==> src/hdl/c2e_pkg.sv <==
`timescale 1ns / 1ps
`default_nettype none

package c2e_pkg;

    // Port widths
    localparam int FACE_W    = 3;
    localparam int TEXEL_W   = 12;
    localparam int DIM_W     = 14;
    localparam int FS_W      = 13;
    localparam int OUT_W     = 13;
    localparam int IDX_W     = 26;
    localparam int CFG_IDX_W = 2;

    // Fixed-point formats
    localparam int FRAC      = 14;
    localparam int HALF_TURN = 32768;
    localparam int INV_GAIN  = 9949;

    // Configuration limits
    localparam int MAX_FACE_SIZE = 4096;
    localparam int MAX_SRC_DIM   = 8192;

    // Divider: quotient bits kept, latency in cycles
    localparam int QBITS   = FRAC + 3;
    localparam int DIV_LAT = QBITS + 2;

    // CORDIC: datapath widths and latency in cycles
    localparam int CORDIC_STAGES = 16;
    localparam int CORDIC_LAT    = CORDIC_STAGES + 2;
    localparam int CW            = 20;
    localparam int AW            = 19;

    // Face codes
    localparam logic [FACE_W-1:0] FACE_PX = 3'd0;
    localparam logic [FACE_W-1:0] FACE_NX = 3'd1;
    localparam logic [FACE_W-1:0] FACE_PY = 3'd2;
    localparam logic [FACE_W-1:0] FACE_NY = 3'd3;
    localparam logic [FACE_W-1:0] FACE_PZ = 3'd4;
    localparam logic [FACE_W-1:0] FACE_NZ = 3'd5;

    // Register indexes
    localparam logic [CFG_IDX_W-1:0] REG_FACE_SIZE  = 2'd0;
    localparam logic [CFG_IDX_W-1:0] REG_SRC_WIDTH  = 2'd1;
    localparam logic [CFG_IDX_W-1:0] REG_SRC_HEIGHT = 2'd2;

    // Arctangent of 2^-i in 2^-16 turn
    localparam logic [13:0] ATAN_TURNS [0:23] = '{
        14'd8192, 14'd4836, 14'd2555, 14'd1297, 14'd651, 14'd326, 14'd163, 14'd81,
        14'd41,   14'd20,   14'd10,   14'd5,    14'd3,   14'd1,   14'd1,   14'd0,
        14'd0,    14'd0,    14'd0,    14'd0,    14'd0,   14'd0,   14'd0,   14'd0
    };

endpackage

`default_nettype wire

==> src/hdl/c2e_cordic.sv <==
`timescale 1ns / 1ps
`default_nettype none

// Vectoring CORDIC: angle of (x, y) in 2^-16 turn and gain-scaled length.
// One micro-rotation per stage.
module c2e_cordic (
    input  wire logic                              clk,
    input  wire logic signed [15:0]                x_in,
    input  wire logic signed [15:0]                y_in,
    output logic signed [c2e_pkg::AW-1:0]          ang,
    output logic        [16:0]                     mag
);
    import c2e_pkg::*;

    logic signed [CW-1:0] x_reg    [0:CORDIC_STAGES];
    logic signed [CW-1:0] y_reg    [0:CORDIC_STAGES];
    logic signed [AW-1:0] a_reg    [0:CORDIC_STAGES];
    logic                 zero_reg [0:CORDIC_STAGES];

    // Fold the left half-plane onto the right, noting a zero vector
    always_ff @(posedge clk)
    begin
        zero_reg[0] <= (x_in == 16'sd0) && (y_in == 16'sd0);
        if (x_in < 16'sd0)
        begin
            x_reg[0] <= -CW'(x_in);
            y_reg[0] <= -CW'(y_in);
            a_reg[0] <= (y_in >= 16'sd0) ? AW'(HALF_TURN) : -AW'(HALF_TURN);
        end
        else
        begin
            x_reg[0] <= CW'(x_in);
            y_reg[0] <= CW'(y_in);
            a_reg[0] <= '0;
        end
    end

    // Rotate towards the x axis
    for (genvar i = 0; i < CORDIC_STAGES; i++) begin : g_rot
        logic signed [CW-1:0] dx;
        logic signed [CW-1:0] dy;
        logic signed [AW-1:0] da;

        assign dx = y_reg[i] >>> i;
        assign dy = x_reg[i] >>> i;
        assign da = signed'(AW'(ATAN_TURNS[i]));

        always_ff @(posedge clk)
        begin
            zero_reg[i+1] <= zero_reg[i];
            if (y_reg[i] >= 0)
            begin
                x_reg[i+1] <= x_reg[i] + dx;
                y_reg[i+1] <= y_reg[i] - dy;
                a_reg[i+1] <= a_reg[i] + da;
            end
            else
            begin
                x_reg[i+1] <= x_reg[i] - dx;
                y_reg[i+1] <= y_reg[i] + dy;
                a_reg[i+1] <= a_reg[i] - da;
            end
        end
    end

    // Drop the result of a zero vector
    always_ff @(posedge clk)
    begin
        ang <= zero_reg[CORDIC_STAGES] ? '0 : a_reg[CORDIC_STAGES];
        mag <= (zero_reg[CORDIC_STAGES] || x_reg[CORDIC_STAGES] < 0)
             ? '0 : x_reg[CORDIC_STAGES][16:0];
    end

endmodule

`default_nettype wire

==> config.mk <==
export PLATFORM = sky130hd
export DESIGN_NAME = c2e_cordic
export DESIGN_NICKNAME = d
export VERILOG_FILES = /design/src/hdl/c2e_pkg.sv /design/src/hdl/c2e_cordic.sv
export SDC_FILE = /design/constraint.sdc
export NUM_CORES = 2
export LEC_CHECK = 0
export BUFFER_PORTS_ARGS = -buffer_cell sky130_fd_sc_hd__buf_2
export CAP_MARGIN = 20
export CORE_MARGIN = 4
export CORE_UTILIZATION = 55
export DETAILED_ROUTE_END_ITERATION = 6
export MAX_ROUTING_LAYER = met4
export PLACE_DENSITY_LB_ADDON = 0.12
export SYNTH_ARGS = -nofsm -noshare
export SYNTH_HDL_FRONTEND = slang
export SYNTH_SLANG_ARGS = --single-unit
==> constraint.sdc <==
create_clock -name clk -period 4.2 [get_ports clk]
set_input_delay 0.42 -clock clk [delete_from_list [all_inputs] [get_ports clk]]
set_output_delay 0.42 -clock clk [all_outputs]
set_load 0.02 [all_outputs]
Word level (Yosys, flattened, before mapping)
Memory sizes are Yosys's and may differ from the RTL's. A register that Yosys moved wholly into a read port is not among the register bits. Cells that the tools add are included.

Register bits after elaboration: 17. Memory bits (writable): 1020. Output and inout bits: 36. Memories kept: 4.

Add/sub/neg operators: 95. Magnitude comparators: 19. Multiplexer cells: 103. Bitwise operators: 51. Reduce and logical (&&, ||, !) cells: 4.

Memories: x_reg (words 17, width 20, read ports 17, clocked after memory_dff 0, write ports 17, RTL line c2e_cordic.sv:15) `logic signed [CW-1:0] x_reg [0:CORDIC_STAGES];`; y_reg (words 17, width 20, read ports 16, clocked after memory_dff 0, write ports 17, RTL line c2e_cordic.sv:16) `logic signed [CW-1:0] y_reg [0:CORDIC_STAGES];`; a_reg (words 17, width 19, read ports 17, clocked after memory_dff 1, write ports 17, RTL line c2e_cordic.sv:17) `logic signed [AW-1:0] a_reg [0:CORDIC_STAGES];`; zero_reg (words 17, width 1, read ports 17, clocked after memory_dff 0, write ports 17, RTL line c2e_cordic.sv:18) `logic zero_reg [0:CORDIC_STAGES];`.

Operators by type and width (number): $mux 20 (34); $mux 19 (18); $ge 20x1->1 const B (16); $mux 1 (51); $or 1x1->1 (51); $add 20x10->20 (2); $add 20x11->20 (2); $add 20x12->20 (2); $add 20x13->20 (2); $add 20x14->20 (2); $add 20x15->20 (2); $add 20x16->20 (2); $add 20x17->20 (2); $add 20x18->20 (2); $add 20x19->20 (2); $add 20x5->20 (2); $add 20x6->20 (2); $add 20x7->20 (2); $add 20x8->20 (2); $add 20x9->20 (2); $neg 16->20 (2); $sub 20x10->20 (2); $sub 20x11->20 (2); $sub 20x12->20 (2); 48 further kinds (64).

Depth between registers and ports, before layout
An unclocked memory read counts as a cell.

Word-level depth: 5. Gate-level depth with buffers: 16. Gate-level depth less buffers: 16.

Least setup slack after synthesis
OpenSTA, ideal clock, no wires.

Path type: reg-to-reg. From: memory y_reg[5][19]. To: memory x_reg[6][18]. Library setup time: 0.123 ns. Arrival: 3.659 ns. Data required time: 4.077 ns. Slack: 0.418 ns. Stages on the path, launching flop included: 15. Period minus slack after synthesis: 3.782 ns. Path through: dfxtp_1 -> buf_2 -> buf_1 -> buf_2 -> buf_1 -> buf_1 -> o21ai_0 -> fa_1 -> a211oi_1 -> o21a_1 -> o31ai_1 -> a221o_1 -> a221oi_1 -> o21bai_1 -> xor2_1.

RTL lines (RTL line): start: declaration (c2e_cordic.sv:16); end: declaration (c2e_cordic.sv:15).

==> results_dict.tcl <==
set metrics [dict create \
    grt_pass1_vias 51090 \
    globalplace.congestion 0.9241 \
    crit_top_cell "a21oi_1" \
    yosys_warnings 0 \
    initialDrtViolationCount 4036 \
    end_kind "flip-flop" \
    clkLatencyLatePin_ns 0.72 \
    core_area_um2 118700 \
    drc 0 \
    slowest_stage "nor3_1" \
    min-delay-start "y_in[1]" \
    dieArea_um2 125800 \
    clockBufferDepth 3 \
    gr-total-overflow 0 \
    rows 126 \
    yosys_most_used_dff "dfxtp_1" \
    root_buffer "clkbuf_16" \
    regToRegEndpoint "y_reg[2][17]" \
    path_class "reg -> reg" \
    critPathArrivalTime_ns 4.42 \
    die_w_um 354.7 \
    hold_path_class "in -> reg" \
    slowest_delay_ns 0.53 \
    reg2reg_from "x_reg[1][6]" \
    start_util_pct 55.69 \
    port_buffers 67 \
    area_growth_pct 9.686 \
    antenna_left 0 \
    hold_violations 0 \
    cts_tree "built" \
    layout_worst_path_cycle_share_pct 91.58 \
    outcome "finished clean" \
    synthCells 7705 \
    start_kind "flip-flop" \
    post_cts_resized 0 \
    cts-buffers-inserted 104 \
    final_nets 8796 \
    grt_pass1_wl_um 264100 \
    rsz0062_at_grt "no" \
    avgRoutedWirePerCell_um 17.00 \
    fmaxAchievable_mhz 260.0 \
    synth-edff-count 0 \
    grt_max_degree 49 \
    drv_slew 0 \
    syn-cell-area_um2 66110 \
    grt_use_total_pct 25.75 \
    ys_seq_area_share_pct 28.98 \
    vias 55560 \
    rr_worst_depth 12 \
    htreeDepth 3 \
    relSlewSlack_pct 30.38 \
    ios 69 \
    ys_types 92 \
    syn_avg_cell_area_um2 8.580 \
    wl_um 163000 \
    post_cts_buffers 0 \
    hold_path_end "y_reg[0][1]" \
    async_flop_share_pct 0 \
    antenna_found_initial 1 \
    worst_pin_slew_ns 1.031 \
    holdPathStages 3 \
    setup_viol 0 \
    hpwl_um 128800 \
    largest_reg_flops 337 \
    die_h_um 354.7 \
    fin_crit_ns 3.846 \
    required_ns 4.77 \
    finClkSkew_ns 0.02465 \
    crit_chain "nor4_1 -> nand2_1 -> o41ai_1 -> xor2_1 -> ha_1 -> a21oi_1 -> nor2_1 -> a211oi_1 -> a21oi_1 -> nor3_1 -> mux2i_1 -> o311ai_0" \
    viasPerCell 5.795 \
    drv_cap 0 \
    drive_gt1_share_pct 4.884 \
    drt_pass1_iterations 6 \
    r2r_slack_ns 0.35 \
    worst-path-max-fanout 5 \
    tns_ns 0 \
    clkTransAtPathRegs_ns 0.06 \
    clock-sinks 957 \
    synth_seq_cells 957 \
]
## cell type report
class,instances,area (µm²)
Antenna cell,1,2.502
Clock buffer,145,2978
Clock inverter,46,615.6
Fill cell,10470,46200
Inverter,372,1396
Multi-Input combinational cell,6313,45310
Sequential cell,957,19160
Tap cell,1600,2002
Timing Repair Buffer,152,1051
## cell families after synthesis
| family | share of synthesized area, % |
|---|---|
| compound gates | 22.31 |
| xor+xnor | 13.02 |
| fa+ha+maj | 16.85 |
| buf+inv | 3.109 |
| flops | 28.98 |
| mux | 0.6548 |
| other cells | 0.005672 |
| simple gates | 15.07 |
## layout by cell type (no fill, tap or decap), drive strengths merged, types with 60 or more instances in the layout
| cell | n |
|---|---|
| a211oi | 93 |
| a21o | 261 |
| a21oi | 599 |
| a31oi | 70 |
| buf | 121 |
| clkbuf | 145 |
| conb | 110 |
| dfxtp | 957 |
| ha | 820 |
| inv | 374 |
| nand2 | 480 |
| nand2b | 138 |
| nand3 | 132 |
| nand4 | 62 |
| nor2 | 564 |
| nor2b | 127 |
| nor3 | 166 |
| nor4 | 60 |
| o21a | 99 |
| o21ai | 519 |
| o21bai | 80 |
| o31ai | 99 |
| or3 | 91 |
| xnor2 | 656 |
| xor2 | 327 |
## cell usage after synthesis (24+ instances only)
cell type	number	area [µm²]
a31o_2	27	236.5
mux2i_1	41	410.4
nor2b_1	127	794.5
nor4_1	58	362.9
a31oi_1	70	437.9
and3_1	55	344.1
a21o_1	261	1959
a2111oi_0	37	324.1
o21bai_1	80	600.6
nor3_1	166	830.8
nand4_1	62	387.9
and2_1	36	225.2
clkbuf_1	140	525.5
nand2b_1	137	857.1
nand2_1	480	1802
a21oi_1	599	2998
o41ai_1	45	394.1
dfxtp_1	957	19160
o31ai_1	97	728.2
ha_1	820	10260
or3_1	89	556.8
inv_1	369	1385
or2_2	32	200.2
xor2_1	327	2864
or4_1	30	225.2
o211ai_1	56	420.4
o21a_1	99	743.2
a211oi_1	93	698.2
fa_1	43	860.8
xnor2_1	656	5746
nand3_1	132	660.6
o311ai_0	24	210.2
nor2_1	563	2113
o2111ai_1	25	219.0
o21ai_0	516	2582
o22ai_1	25	156.4
## through the flow
| step | instance area [µm²] | instances | utilization, % | worst slack [ns] | hold WS, ns |
|---|---|---|---|---|---|
| global route | 72510 | 9585 | 61.08 | 0.07917 | 0.02514 |
| CTS | 72510 | 9585 | 61.08 | 0.4494 | 0.002435 |
| floorplan | 66520 | 7814 | - | 0.4181 | 0.3096 |
| global placement | 68610 | 9363 | 57.80 | 0.5316 | 0.3114 |
| finish | 72520 | 9586 | 61.09 | 0.3538 | 0.04863 |
| detailed placement | 68610 | 9363 | 57.80 | 0.4823 | 0.3121 |
## per-layer routing
layer	track usage, %	wire length (µm)	part of all wire [%]
met4	5.418	3410	2.1
met3	3.011	8131	5.0
met2	39.15	70750	43
met5	-	0	0
met1	36.89	80710	50
## worst max path at each step
stage / start / end / slack (ns) / cells after the start
2_1_floorplan: y_reg[5][19] / x_reg[6][18] / 0.42 / 14
3_3_place_gp: x_reg[8][9] / y_reg[9][16] / 0.53 / 14
3_5_place_dp: x_reg[12][17] / y_reg[13][19] / 0.48 / 12
4_1_cts: x_reg[12][17] / y_reg[13][19] / 0.45 / 12
5_1_grt: x_reg[1][1] / y_reg[2][18] / 0.08 / 12
6_report: x_reg[1][6] / y_reg[2][17] / 0.35 / 12
## repair_timing
action,4_1_cts,5_1_grt
hold buffers,31,0
setup endpoints to repair,0,0
hold endpoints to repair,35,0
## worst max-delay path: cells and delay by family, from the launching register on
kind                     cells  cell delay, ns
AND/OR/NAND/NOR              4            1.36
flip-flops                   1            0.34
multiplexers                 1            0.26
adder cells (fa/ha/maj)      1            0.29
XOR/XNOR                     1            0.19
AO/OA/AOI/OAI                5            1.28
Power is left out: the tool's default activity adds up to more than one toggle a clock period on the data nets, which glitch-free logic cannot reach.
