--- config.mk ---
export PLATFORM = sky130hd
export DESIGN_NAME = c2e_div
export DESIGN_NICKNAME = d
export VERILOG_FILES = /design/src/hdl/c2e_pkg.sv /design/src/hdl/c2e_div.sv
export SDC_FILE = /design/constraint.sdc
export NUM_CORES = 1
export LEC_CHECK = 0
export BUFFER_PORTS_ARGS = -buffer_cell sky130_fd_sc_hd__buf_2
export CAP_MARGIN = 5
export CORE_MARGIN = 1
export CORE_UTILIZATION = 65
export DETAILED_ROUTE_END_ITERATION = 8
export PLACE_DENSITY = 0.82
export SYNTH_ARGS = -nofsm -noshare
export SYNTH_HDL_FRONTEND = slang
export SYNTH_SLANG_ARGS = --single-unit
--- constraint.sdc ---
create_clock -name clk -period 5.98 [get_ports clk]
set_clock_uncertainty 0.05 [all_clocks]
set_input_delay 1.196 -clock clk [delete_from_list [all_inputs] [get_ports clk]]
set_output_delay 1.196 -clock clk [all_outputs]
set_load 0.01 [all_outputs]
--- src/hdl/c2e_pkg.sv ---
`timescale 1ns / 1ps
`default_nettype none

package c2e_pkg;

    // Port widths
    localparam int FACE_W    = 3;
    localparam int TEXEL_W   = 12;
    localparam int DIM_W     = 14;
    localparam int FS_W      = 13;
    localparam int OUT_W     = 13;
    localparam int IDX_W     = 26;
    localparam int CFG_IDX_W = 2;

    // Fixed-point formats
    localparam int FRAC      = 14;
    localparam int HALF_TURN = 32768;
    localparam int INV_GAIN  = 9949;

    // Configuration limits
    localparam int MAX_FACE_SIZE = 4096;
    localparam int MAX_SRC_DIM   = 8192;

    // Divider: quotient bits kept, latency in cycles
    localparam int QBITS   = FRAC + 3;
    localparam int DIV_LAT = QBITS + 2;

    // CORDIC: datapath widths and latency in cycles
    localparam int CORDIC_STAGES = 16;
    localparam int CORDIC_LAT    = CORDIC_STAGES + 2;
    localparam int CW            = 20;
    localparam int AW            = 19;

    // Face codes
    localparam logic [FACE_W-1:0] FACE_PX = 3'd0;
    localparam logic [FACE_W-1:0] FACE_NX = 3'd1;
    localparam logic [FACE_W-1:0] FACE_PY = 3'd2;
    localparam logic [FACE_W-1:0] FACE_NY = 3'd3;
    localparam logic [FACE_W-1:0] FACE_PZ = 3'd4;
    localparam logic [FACE_W-1:0] FACE_NZ = 3'd5;

    // Register indexes
    localparam logic [CFG_IDX_W-1:0] REG_FACE_SIZE  = 2'd0;
    localparam logic [CFG_IDX_W-1:0] REG_SRC_WIDTH  = 2'd1;
    localparam logic [CFG_IDX_W-1:0] REG_SRC_HEIGHT = 2'd2;

    // Arctangent of 2^-i in 2^-16 turn
    localparam logic [13:0] ATAN_TURNS [0:23] = '{
        14'd8192, 14'd4836, 14'd2555, 14'd1297, 14'd651, 14'd326, 14'd163, 14'd81,
        14'd41,   14'd20,   14'd10,   14'd5,    14'd3,   14'd1,   14'd1,   14'd0,
        14'd0,    14'd0,    14'd0,    14'd0,    14'd0,   14'd0,   14'd0,   14'd0
    };

endpackage

`default_nettype wire

--- src/hdl/c2e_div.sv ---
`timescale 1ns / 1ps
`default_nettype none

// Texel position to Q2.14 unit coordinate: floor(t * 2^15 / d) - 1.0, saturated.
// One quotient bit per stage.
module c2e_div (
    input  wire logic                         clk,
    input  wire logic [c2e_pkg::TEXEL_W-1:0]  t,
    input  wire logic [c2e_pkg::TEXEL_W-1:0]  d,
    output logic signed [15:0]                u
);
    import c2e_pkg::*;

    logic [TEXEL_W-1:0] rem_reg [0:QBITS];
    logic [QBITS-1:0]   q_reg   [0:QBITS];
    logic [1:0]         lo_reg  [0:QBITS];
    logic               sat_reg [0:QBITS];
    logic [QBITS-1:0]   q_clamp;

    // Load: upper dividend bits form the first remainder; flag quotients of 2^17 or more
    always_ff @(posedge clk)
    begin
        rem_reg[0] <= {2'b00, t[TEXEL_W-1:2]};
        lo_reg[0]  <= t[1:0];
        q_reg[0]   <= '0;
        sat_reg[0] <= {2'b00, t} >= {d, 2'b00};
    end

    // Restoring steps, one quotient bit each
    for (genvar k = 0; k < QBITS; k++) begin : g_step
        logic                 nbit;
        logic [TEXEL_W:0]     trial;
        logic                 ge;
        logic [TEXEL_W:0]     diff;

        assign nbit  = (k == 0) ? lo_reg[k][1] : ((k == 1) ? lo_reg[k][0] : 1'b0);
        assign trial = {rem_reg[k], nbit};
        assign ge    = trial >= {1'b0, d};
        assign diff  = trial - {1'b0, d};

        always_ff @(posedge clk)
        begin
            rem_reg[k+1] <= ge ? diff[TEXEL_W-1:0] : trial[TEXEL_W-1:0];
            q_reg[k+1]   <= {q_reg[k][QBITS-2:0], ge};
            lo_reg[k+1]  <= lo_reg[k];
            sat_reg[k+1] <= sat_reg[k];
        end
    end

    // Saturate to 2.0 and shift to [-1, 1]
    assign q_clamp = (sat_reg[QBITS] || q_reg[QBITS] > QBITS'(2 * 16384))
                   ? QBITS'(2 * 16384) : q_reg[QBITS];

    always_ff @(posedge clk)
    begin
        u <= signed'(16'(q_clamp) - 16'd16384);
    end

endmodule

`default_nettype wire

; Yosys cells after proc, flatten, opt, wreduce, memory -nomap -nowiden
; Memory sizes are Yosys's and may differ from the RTL's.
; Cells that the tools add are included.
[totals]
register_bits = 16
latch_bits = 0
ramBits = 576
mem_bits_ro = 0
in_bits = 25
output_inout_bits = 16
wordCells = 61
n_memories = 4
[mem_list]
columns = name, words, word_bits, read_ports, rd_ports_with_merged_regs, write_ports, line_no
row1 = q_reg, 18, 17, 18, 0, 18, c2e_div.sv:15  ; logic [QBITS-1:0] q_reg [0:QBITS];
row2 = rem_reg, 18, 12, 17, 0, 18, c2e_div.sv:14  ; logic [TEXEL_W-1:0] rem_reg [0:QBITS];
row3 = lo_reg, 18, 2, 17, 0, 18, c2e_div.sv:16  ; logic [1:0] lo_reg [0:QBITS];
row4 = sat_reg, 18, 1, 18, 0, 18, c2e_div.sv:17  ; logic sat_reg [0:QBITS];
[classes]
add_sub_neg = 18
mul = 0
n_div = 0
magnitude_cmp = 19
eq_ne = 0
shifts = 0
n_mux = 18
bitwise_logic = 0
n_reduce_logical = 1
[op_table]
columns = op, n
row1 = >= comparator 13 x 12 -> 1 bit, 17
row2 = two-way mux 12 bit, 17
row3 = subtractor 12 bit, 17
row4 = "greater-than comparator 17 x 16 -> 1 bit, second input constant", 1
row5 = two-way mux 16 bit, 1
row6 = "subtractor 16 x 15 -> 16 bit, second input constant", 1
row7 = >= comparator 12 x 14 -> 1 bit, 1
row8 = logical OR 1 bit, 1

; Depth between registers and ports, before layout
; Gate-level depths: netlist of the first run.
; An unclocked memory read counts as a cell.
[logic_depth]
ltp_word = 5
depth_mapped = 11
ltp_nobuf = 10

; Worst setup path after synthesis of the first run
; No wires, ideal clock.
[synth_path]
path_kind = input-to-reg
startpoint = input d[1] (netlist name)
endpoint = memory rem_reg[2][10]
setup_ns = 0.121
t_arrival_ns = 3.753
required_ns = 5.809
path_slack_ns = 2.056
stages = 10
n_path_buf = 1
path_cell_list = inv_1 ha_1 nor2b_4 o31a_1 or3_1 a21oi_2 a21oi_2 a2111oi_4 buf_6 mux2_4
[synth_rtl]
columns = element, line_no
row1 = from (decl), c2e_div.sv:9  ; input wire logic [c2e_pkg::TEXEL_W-1:0] d,
row2 = to (decl), c2e_div.sv:14

==> metrics, run 1 <==
flop2flop setup slack 2960 ps; first-pass GRT wire length 66.64 mm; Area Growth Syn to Fin 10.63%; non-filler cells, final 2390; Hold WS 269.0 ps; CP max-delay cell nand2_1; total power 0.01296 W; chip width 172.6 um; vias in the first global route 13950; DR iter-0 viols 827; Setup Total Neg Slack 0 ps; largest net degree at the start of global routing 25; period utilisation layout 0.6482; relative slew slack 0.2324; hold buffers post-CTS 0; Pre-Repair DR Iteration Count 5; Overflow after GRT 0; RR Endpoint rem_reg[2][6]$_DFF_P_; total track usage 0.2710; H-Tree Depth 2; post-CTS sizing 0; actual slew at the worst max-slew pin 1151 ps; critical path's top delay family compound AO/OA/AOI/OAI gates; worst vdd ir 0.4195 mV; Core ar. 28700 sq um; I/O pin count 41; CTS buffer count 40; FF-to-FF path depth 9; Cell Chain, Critical Path buf_2 -> inv_1 -> buf_4 -> ha_1 -> o21a_1 -> o31a_1 -> nor3_1 -> o31ai_1 -> o221ai_1 -> nand2_1 -> mux2_2; Clock Pin Slew Worst Setup and Hold Paths 60 ps; Setup-failing EPs final 0; share of cells above drive strength 1 0.1251; Slew Viols, Final 0; outcome finished clean; number of remaining DRC errors 0; initial antenna violation count 0; via density per instance 5.872; dominant synthesized flop cell dfxtp_1; die area 29800 sq um; Cells after DPL 2320; Worst EP required 6350 ps; CTS root buffer clkbuf_16; post-synth cell types 64; row count 62; vias 14030; Post-synth ARST share 0; Post-CTS Setup Inserts 0; Crit. End Element flop; slowest stage delay, CP 460 ps; Seq/Total Area, Yosys 0.4147; initial core utilization 0.6593; DR WL/cell 17.03 um; Setup Crit Path Kind in -> reg; CP arrival 4240 ps; final hold vios 0; Nets 2231; R2R Path Start rem_reg[1][0]$_DFF_P_; Synth area leaders dfxtp_1 (41%), ha_1 (14%), mux2_2 (5.5%); RSZ-0062 raised after global routing no; Pwr per Cell Area 619.2 nW/um^2; HPWL after DPL 28.76 mm; Post-Route WL 40.70 mm; worst-path maximum fanout 12; utilization after layout 0.7294; hold path depth 0; hold path start sat_reg[7]$_DFF_P_; WHS Endpoint sat_reg[8]$_DFF_P_; Mapped Nets 2155; clk sinks 392; Avg Cell Area, Syn 9.949 sq um; largest area contributor in the netlist dfxtp_1; WP buf/inv 3; routability cong. 0.8781; CTS tree yes; HP Class reg -> reg; diode count 0; Worst-Skew Late Latency 530 ps; IO buf count 40; die height 172.6 um; P_leak 8.935 nW; Post-Syn Area 18920 sq um; flops & latches, synth 392; clk buf depth 3; final antenna-violating net count 0; max reg flops 202; number of flops mapped to enable cells by yosys 0; fmax 0.2580 GHz; Ys Warns 0; max-cap violations 0; Final min period 3877 ps; Gate Count Post-Synth 1902; Synth top area share 0.4147; CP Launch Type input pin
[layer usage]
layer  track usage  vias to the layer above  part of all wire
met5             0                        -                 0
met3       0.03562                      105             0.039
li1              -                     7012                 -
met1        0.3314                     6615              0.44
met2        0.4845                      302              0.49
met4        0.1001                        0             0.032
[worst max-delay path by stage]
| stage | cells past startpoint | endpoint | from |
|---|---|---|---|
| after floorplan | 10 | rem_reg[2][10]$_DFF_P_ | d[1] |
| after global placement | 11 | rem_reg[2][7]$_DFF_P_ | d[3] |
| after detailed placement | 11 | rem_reg[2][5]$_DFF_P_ | d[3] |
| after CTS | 11 | rem_reg[2][6]$_DFF_P_ | d[3] |
| after global routing | 11 | rem_reg[6][3]$_DFF_P_ | d[0] |
| final | 11 | rem_reg[15][11]$_DFF_P_ | d[3] |
[layout by cell type (no fill, tap or decap), types with 9 or more instances in the layout]
| cell | Yosys | routed |
|---|---|---|
| a21o_1 | 17 | 17 |
| a21oi_1 | 166 | 166 |
| a31oi_1 | 14 | 14 |
| and2_1 | 28 | 28 |
| buf_2 | 7 | 40 |
| buf_4 | 2 | 19 |
| clkbuf_1 | 14 | 12 |
| clkbuf_16 | 0 | 41 |
| dfxtp_1 | 392 | 392 |
| fa_1 | 16 | 16 |
| ha_1 | 212 | 212 |
| inv_1 | 55 | 55 |
| mux2_2 | 92 | 92 |
| mux2i_1 | 10 | 10 |
| nand2_1 | 103 | 103 |
| nand2b_1 | 27 | 27 |
| nand3_1 | 22 | 22 |
| nand4_1 | 29 | 29 |
| nand4b_1 | 11 | 11 |
| nor2_1 | 115 | 115 |
| nor2b_1 | 47 | 47 |
| nor3_1 | 49 | 49 |
| o211ai_1 | 10 | 10 |
| o21a_1 | 41 | 41 |
| o21ai_0 | 141 | 138 |
| o221ai_1 | 10 | 10 |
| o31a_1 | 16 | 16 |
| o31ai_1 | 9 | 9 |
| or2_2 | 16 | 16 |
| or3_1 | 21 | 21 |
| xnor2_1 | 81 | 81 |
| xor2_1 | 46 | 46 |
[kinds of logic after synthesis]
logic type	Yosys count	synth area share
simple gates	488	0.1318
fa+ha+maj	228	0.1571
buf+inv	81	0.01772
xor+xnor	127	0.05878
flops	392	0.4147
mux	109	0.06559
compound gates	477	0.1543
[per-stage QoR]
stage               area [sq um]  setup slack (ps)
floorplan                  18920              2056
global placement           19630              1661
detailed placement         19630              1575
CTS                        20940              2119
global route               20940              1882
finish                     20940              2103
[area by class of cell]
type / count / area [sq um]
timing repair buffer: 59 / 342.8
sequential: 392 / 7848
inverter: 56 / 210.2
clock inverter: 10 / 138.9
clock buffer: 60 / 1167
multi-input combinational: 1429 / 10750
tap: 384 / 480.5
fill: 2085 / 7767
[report_power, final]
group | switching [W] | internal, W
registers | 0.000532 | 0.00381
clock network | 0.000992 | 0.00148
logic | 0.00320 | 0.00295
[cell usage after synthesis, types with 11 or more instances]
master,count
or3_1,21
nor3_1,49
or2_2,16
dfxtp_1,392
o21ai_0,141
clkbuf_1,14
nand2b_1,27
fa_1,16
a21oi_1,166
o21a_1,41
o31a_1,16
and2_1,28
ha_1,212
xnor2_1,81
nor2b_1,47
nand3_1,22
nand2_1,103
mux2_2,92
nor2_1,115
xor2_1,46
nand4_1,29
nand4b_1,11
a31oi_1,14
a21o_1,17
inv_1,55
(Power assumes the default switching activity.)
==> run 2, diff against run 1 <==
--- a/config.mk
+++ b/config.mk
@@ -8,9 +8,9 @@
 export BUFFER_PORTS_ARGS = -buffer_cell sky130_fd_sc_hd__buf_2
 export CAP_MARGIN = 5
 export CORE_MARGIN = 1
-export CORE_UTILIZATION = 65
+export CORE_UTILIZATION = 63
 export DETAILED_ROUTE_END_ITERATION = 8
-export PLACE_DENSITY = 0.82
+export PLACE_DENSITY = 0.8
 export SYNTH_ARGS = -nofsm -noshare
 export SYNTH_HDL_FRONTEND = slang
 export SYNTH_SLANG_ARGS = --single-unit
==> constraint.sdc (replaced) <==
create_clock -name clk -period 4 [get_ports clk]
set_clock_uncertainty 0.05 [all_clocks]
set_input_delay 0.8 -clock clk [delete_from_list [all_inputs] [get_ports clk]]
set_output_delay 0.8 -clock clk [all_outputs]
set_load 0.01 [all_outputs]
==> metrics, run 2 (same netlist as run 1, synthesis figures left out) <==
Cell Chain, Critical Path buf_2 -> inv_1 -> buf_4 -> ha_1 -> nor2b_1 -> o31a_1 -> or3_1 -> a21oi_2 -> a21oi_1 -> nand2b_1 -> mux2_2 (was buf_2 -> inv_1 -> buf_4 -> ha_1 -> o21a_1 -> o31a_1 -> nor3_1 -> o31ai_1 -> o221ai_1 -> nand2_1 -> mux2_2); Overflow after GRT 0 (unchanged); Slew Viols, Final 0 (unchanged); DR WL/cell 17.25 um (was 17.03 um); total track usage 0.2768 (was 0.2710); vias 14300 (was 14030); routability cong. 0.8950 (was 0.8781); Nets 2254 (was 2231); max reg flops 202 (unchanged); Pwr per Cell Area 928.6 nW/um^2 (was 619.2 nW/um^2); commonest non-fill, non-tap cells in the layout dfxtp_1 (392), ha_1 (212), a21oi_1 (166), o21ai_0 (138), nor2_1 (115) (unchanged); fmax 0.3006 GHz; Core ar. 29560 sq um (was 28700 sq um); clk sinks 392 (unchanged); Setup crit start d[1] (was d[3]); slowest stage delay, CP 390 ps (was 460 ps); Final min period 3327 ps; flop2flop setup slack 1170 ps (was 2960 ps); actual slew at the worst max-slew pin 850.2 ps (was 1151 ps); period utilisation layout 0.8316; via density per instance 5.905 (was 5.872); Setup Crit Path Kind in -> reg (unchanged); diode count 0 (unchanged); CP arrival 3690 ps (was 4240 ps); CTS root buffer clkbuf_16 (unchanged); final antenna-violating net count 0 (unchanged); CP max-delay cell nand2b_1 (was nand2_1); post-CTS sizing 0 (unchanged); met1 global-route usage 0.3410 (was 0.3314); Clock Pin Slew Worst Setup and Hold Paths 60 ps (about the same); H-Tree Depth 2 (unchanged); CTS tree yes (unchanged); RR Endpoint rem_reg[2][2]$_DFF_P_ (was rem_reg[2][6]$_DFF_P_); number of remaining DRC errors 0 (unchanged); worst vdd ir 0.4758 mV (was 0.4195 mV); most common cell after layout, fill and taps aside dfxtp_1 (unchanged); die area 30730 sq um (was 29800 sq um); initial antenna violation count 0 (unchanged); vias in the first global route 14350 (was 13950); max-cap violations 0 (unchanged); row count 63 (was 62); Post-CTS Setup Inserts 0 (unchanged); worst-path maximum fanout 13 (was 12); I/O pin count 41 (unchanged); clk buf depth 3 (unchanged); Post-Route WL 41.75 mm (was 40.70 mm); final hold vios 0 (unchanged); Setup Total Neg Slack 0 ps (unchanged); Pre-Repair DR Iteration Count 5 (unchanged); R2R Path Start rem_reg[1][0]$_DFF_P_ (unchanged); GRT met2 Usage 0.4939 (was 0.4845); HP Class reg -> reg (unchanged); largest net degree at the start of global routing 25 (unchanged); Worst EP required 4360 ps (was 6350 ps); Setup-failing EPs final 0 (unchanged); hold buffers post-CTS 0 (unchanged); Worst-Skew Late Latency 540 ps (was 530 ps); RSZ-0062 raised after global routing no (unchanged); outcome finished clean (unchanged); DR iter-0 viols 766 (was 827); CTS buffer count 42 (was 40); share of cells above drive strength 1 0.1388 (was 0.1251); total power 0.01974 W (was 0.01296 W); initial core utilization 0.6402 (was 0.6593); chip width 175.3 um (was 172.6 um); CP Launch Type input pin (unchanged); IO buf count 40 (unchanged); HPWL after DPL 30.09 mm (was 28.76 mm); first-pass GRT wire length 69.18 mm (was 66.64 mm); GR peak layer met2 (unchanged); die height 175.3 um (was 172.6 um); Area Growth Syn to Fin 12.36% (was 10.63%); grt met3 use 0.04026 (was 0.03562); P_leak 9.109 nW (was 8.935 nW); crit path to rem_reg[10][3]$_DFF_P_ (was rem_reg[15][11]$_DFF_P_); Crit. End Element flop (unchanged); FF-to-FF path depth 9 (unchanged); relative slew slack 0.4294 (was 0.2324)
[run 2: cell type report]
cell class / instances / area, sq um
Clock inverter: 19 / 261.5
Clock buffer: 55 / 1181
Sequential cell: 392 / 7848
Timing Repair Buffer: 80 / 525.5
Fill cell: 2172 / 8298
Inverter: 56 / 210.2
Multi-Input combinational cell: 1429 / 10750
Tap cell: 390 / 488.0
[run 2: how the worst min path moves through the flow]
stage	startpoint	endpoint	slack (ps)	cells after the start
after global routing	q_reg[11][4]$_DFF_P_	q_reg[12][5]$_DFF_P_	280	0
final	q_reg[5][3]$_DFF_P_	q_reg[6][4]$_DFF_P_	270	0
after CTS	q_reg[11][4]$_DFF_P_	q_reg[12][5]$_DFF_P_	270	0
after detailed placement	q_reg[9][3]$_DFF_P_	q_reg[10][4]$_DFF_P_	260	0
after global placement	q_reg[9][6]$_DFF_P_	q_reg[10][7]$_DFF_P_	260	0
after floorplan	lo_reg[0][0]$_DFF_P_	lo_reg[1][0]$_DFF_P_	260	0
[run 2: per-stage QoR]
step                      cell area (sq um)  utilization  cells  hold slack, ps  worst slack (ps)
final                                 21260       0.7193   2421           269.5             673.5
after global routing                  21260       0.7193   2421           277.8             444.4
after CTS                             21260       0.7193   2421           270.1             704.5
after detailed placement              19820       0.6705   2347           262.1             204.9
after global placement                19820       0.6705   2347           259.9             258.8
after floorplan                       18920            -   1902           259.6             471.6
[run 2: power by group]
part	internal (W)	total, W	switching (W)	leakage [nW]
Clock	0.00241	0.00396	0.00155	0.701
Combinational	0.00446	0.00927	0.00480	5.11
Sequential	0.00570	0.00652	0.000816	3.29
Total	0.0126	0.0197	0.00717	9.11
[run 2: per-layer routing]
metal	vias to the layer above	wire length [um]
met5	-	0
met4	0	1155
met3	92	1833
met2	354	20360
met1	6786	18410
li1	7064	-
[run 2: worst max-delay path: cells and delay by family]
kind / cells / cell delay, ps
fa+ha+maj: 1 / 260
compound gates: 3 / 650
mux: 1 / 380
buf+inv: 3 / 680
simple gates: 3 / 900
==> run 3, diff against run 2 <==
==> constraint.sdc (replaced) <==
create_clock -name clk -period 3.5 [get_ports clk]
set_clock_uncertainty 0.05 [all_clocks]
set_input_delay 0.7 -clock clk [delete_from_list [all_inputs] [get_ports clk]]
set_output_delay 0.7 -clock clk [all_outputs]
set_load 0.01 [all_outputs]
==> metrics, run 3 (same netlist as run 1, synthesis figures left out) <==
clk sinks 392 (unchanged); slowest stage delay, CP 540 ps (was 390 ps); metal2 WL 20.38 mm (was 20.36 mm); Register Area 7848 sq um (unchanged); P_leak 9.233 nW (was 9.109 nW); Clock Pin Slew Worst Setup and Hold Paths 60 ps (about the same); clk buf depth 3 (unchanged); chip width 175.3 um (unchanged); multi-input logic area 10750 sq um (unchanged); Area Growth Syn to Fin 13.58% (was 12.36%); CTS buffer count 41 (was 42); Cell Chain, Critical Path buf_2 -> inv_1 -> buf_4 -> ha_1 -> nor2_1 -> o21bai_1 -> nand2_1 -> o21ai_0 -> a41o_1 -> mux2_2 (was buf_2 -> inv_1 -> buf_4 -> ha_1 -> nor2b_1 -> o31a_1 -> or3_1 -> a21oi_2 -> a21oi_1 -> nand2b_1 -> mux2_2); die area 30730 sq um (unchanged); die height 175.3 um (unchanged); HPWL after DPL 29.85 mm (was 30.09 mm); Nets 2275 (was 2254); first-pass GRT wire length 69.09 mm (was 69.18 mm); Final min period 2933 ps; worst-path maximum fanout 13 (unchanged); Core ar. 29560 sq um (unchanged); uppermost routed layer met4 (unchanged); total track usage 0.2771 (was 0.2768); HP Class in -> reg (was reg -> reg); RSZ-0062 raised after global routing no (unchanged); initial antenna violation count 0 (unchanged); outcome finished clean (unchanged); Overflow after GRT 0 (unchanged); CP Launch Type input pin (unchanged); Pwr per Cell Area 1065 nW/um^2 (was 928.6 nW/um^2); placed inst area 20060 sq um (was 19820 sq um); DR iter-0 viols 853 (was 766); fin area 21490 sq um (was 21260 sq um); I/O pin count 41 (unchanged); CTS tree yes (unchanged); share of cells above drive strength 1 0.1504 (was 0.1388); H-Tree Depth 2 (unchanged); critical path's top delay family buffers and inverters (was simple AND/OR/NAND/NOR gates); routability cong. 0.8995 (was 0.8950); Post-Route WL 42.18 mm (was 41.75 mm); worst vdd ir 0.5699 mV (was 0.4758 mV); relative slew slack 0.5395 (was 0.4294); Slew Viols, Final 0 (unchanged); via density per instance 5.845 (was 5.905); WP buf/inv 3 (unchanged); vias 14290 (was 14300); diode count 0 (unchanged); max-cap violations 0 (unchanged); Setup Crit Path Kind in -> reg (unchanged); Worst EP required 3860 ps (was 4360 ps); Crit. End Element flop (unchanged); Worst-Skew Late Latency 530 ps (was 540 ps); flop2flop setup slack 780 ps (was 1170 ps); IO buf count 40 (unchanged); CP max-delay cell a41o_1 (was nand2b_1); Post-CTS Setup Inserts 0 (unchanged); vias in the first global route 14180 (was 14350); Setup-failing EPs final 0 (unchanged); commonest non-fill, non-tap cells in the layout dfxtp_1 (392), ha_1 (212), a21oi_1 (166), o21ai_0 (138), nor2_1 (115) (unchanged); CTS root buffer clkbuf_16 (unchanged); fmax 0.3409 GHz; max reg flops 202 (unchanged); final antenna-violating net count 0 (unchanged); row count 63 (unchanged); period utilisation layout 0.8381; wire length on met3 2.063 mm (was 1.833 mm); most common cell after layout, fill and taps aside dfxtp_1 (unchanged); number of remaining DRC errors 0 (unchanged); post-CTS sizing 0 (unchanged); DR WL/cell 17.26 um (was 17.25 um); Setup Total Neg Slack 0 ps (unchanged); Filler Cells Inserted 2119 (was 2172); final hold vios 0 (unchanged); hold buffers post-CTS 0 (unchanged); initial core utilization 0.6402 (unchanged); largest net degree at the start of global routing 22 (was 25); actual slew at the worst max-slew pin 690.0 ps (was 850.2 ps); Pre-Repair DR Iteration Count 5 (unchanged); M1 WL 18.45 mm (was 18.41 mm); CP arrival 3290 ps (was 3690 ps)
## run 3: cell count changes in the layout (fill, tap and decap cells not counted), sizes merged
cell / delta
buf: +22
inv: +3
clkbuf: -7
clkinv: +2
clkinvlp: +3
## run 3: worst reg2reg max path, delay by kind of cell, from the launching register on
family,cells,cell delay (ps)
AOI/OAI and AO/OA,4,900
and+or+nand+nor,2,470
muxes,1,350
DFF,1,330
adders and majority gates,1,290
buffers and inverters,1,200
## run 3: worst paths after layout
check / end / from / cells past startpoint
min: rem_reg[0][7]$_DFF_P_ / t[9] / 1
min reg2reg: q_reg[11][3]$_DFF_P_ / q_reg[10][2]$_DFF_P_ / 0
max reg2reg: rem_reg[2][2]$_DFF_P_ / rem_reg[1][0]$_DFF_P_ / 9
max: rem_reg[4][11]$_DFF_P_ / d[4] / 10
## run 3: area by class of cell
cell class                      count  share of cell area
Multi-Input combinational cell   1429              0.5001
Sequential cell                   392              0.3651
Clock buffer                       48             0.05233
Timing Repair Buffer              102             0.03563
Tap cell                          390             0.02270
Clock inverter                     27             0.01438
Inverter                           56            0.009780
## run 3: report_power, final
group	total (W)	switching, W	internal [W]	leakage (nW)
registers	0.00746	0.000951	0.00651	3.29
clock network	0.00452	0.00181	0.00270	0.691
logic	0.0109	0.00559	0.00533	5.25
total	0.0229	0.00835	0.0145	9.23
## run 3: layer usage
layer / up-vias / track usage
met3: 108 / 0.04264
met1: 6718 / 0.3403
li1: 7114 / -
met2: 346 / 0.4936
met4: 0 / 0.09203
met5: - / 0
## run 3: metrics by stage
stage / hold slack (ps) / cells / utilization / power [W] / setup WS, ps
2_1_floorplan: 259.6 / 1902 / - / 0.01559 / 71.57
3_3_place_gp: 259.9 / 2369 / 0.6786 / 0.01772 / 156.3
3_5_place_dp: 262.1 / 2369 / 0.6786 / 0.01817 / 138.6
4_1_cts: 226.2 / 2444 / 0.7271 / 0.02288 / 602.0
5_1_grt: 222.0 / 2444 / 0.7271 / 0.02455 / 363.8
6_report: 235.5 / 2444 / 0.7271 / 0.02289 / 566.7
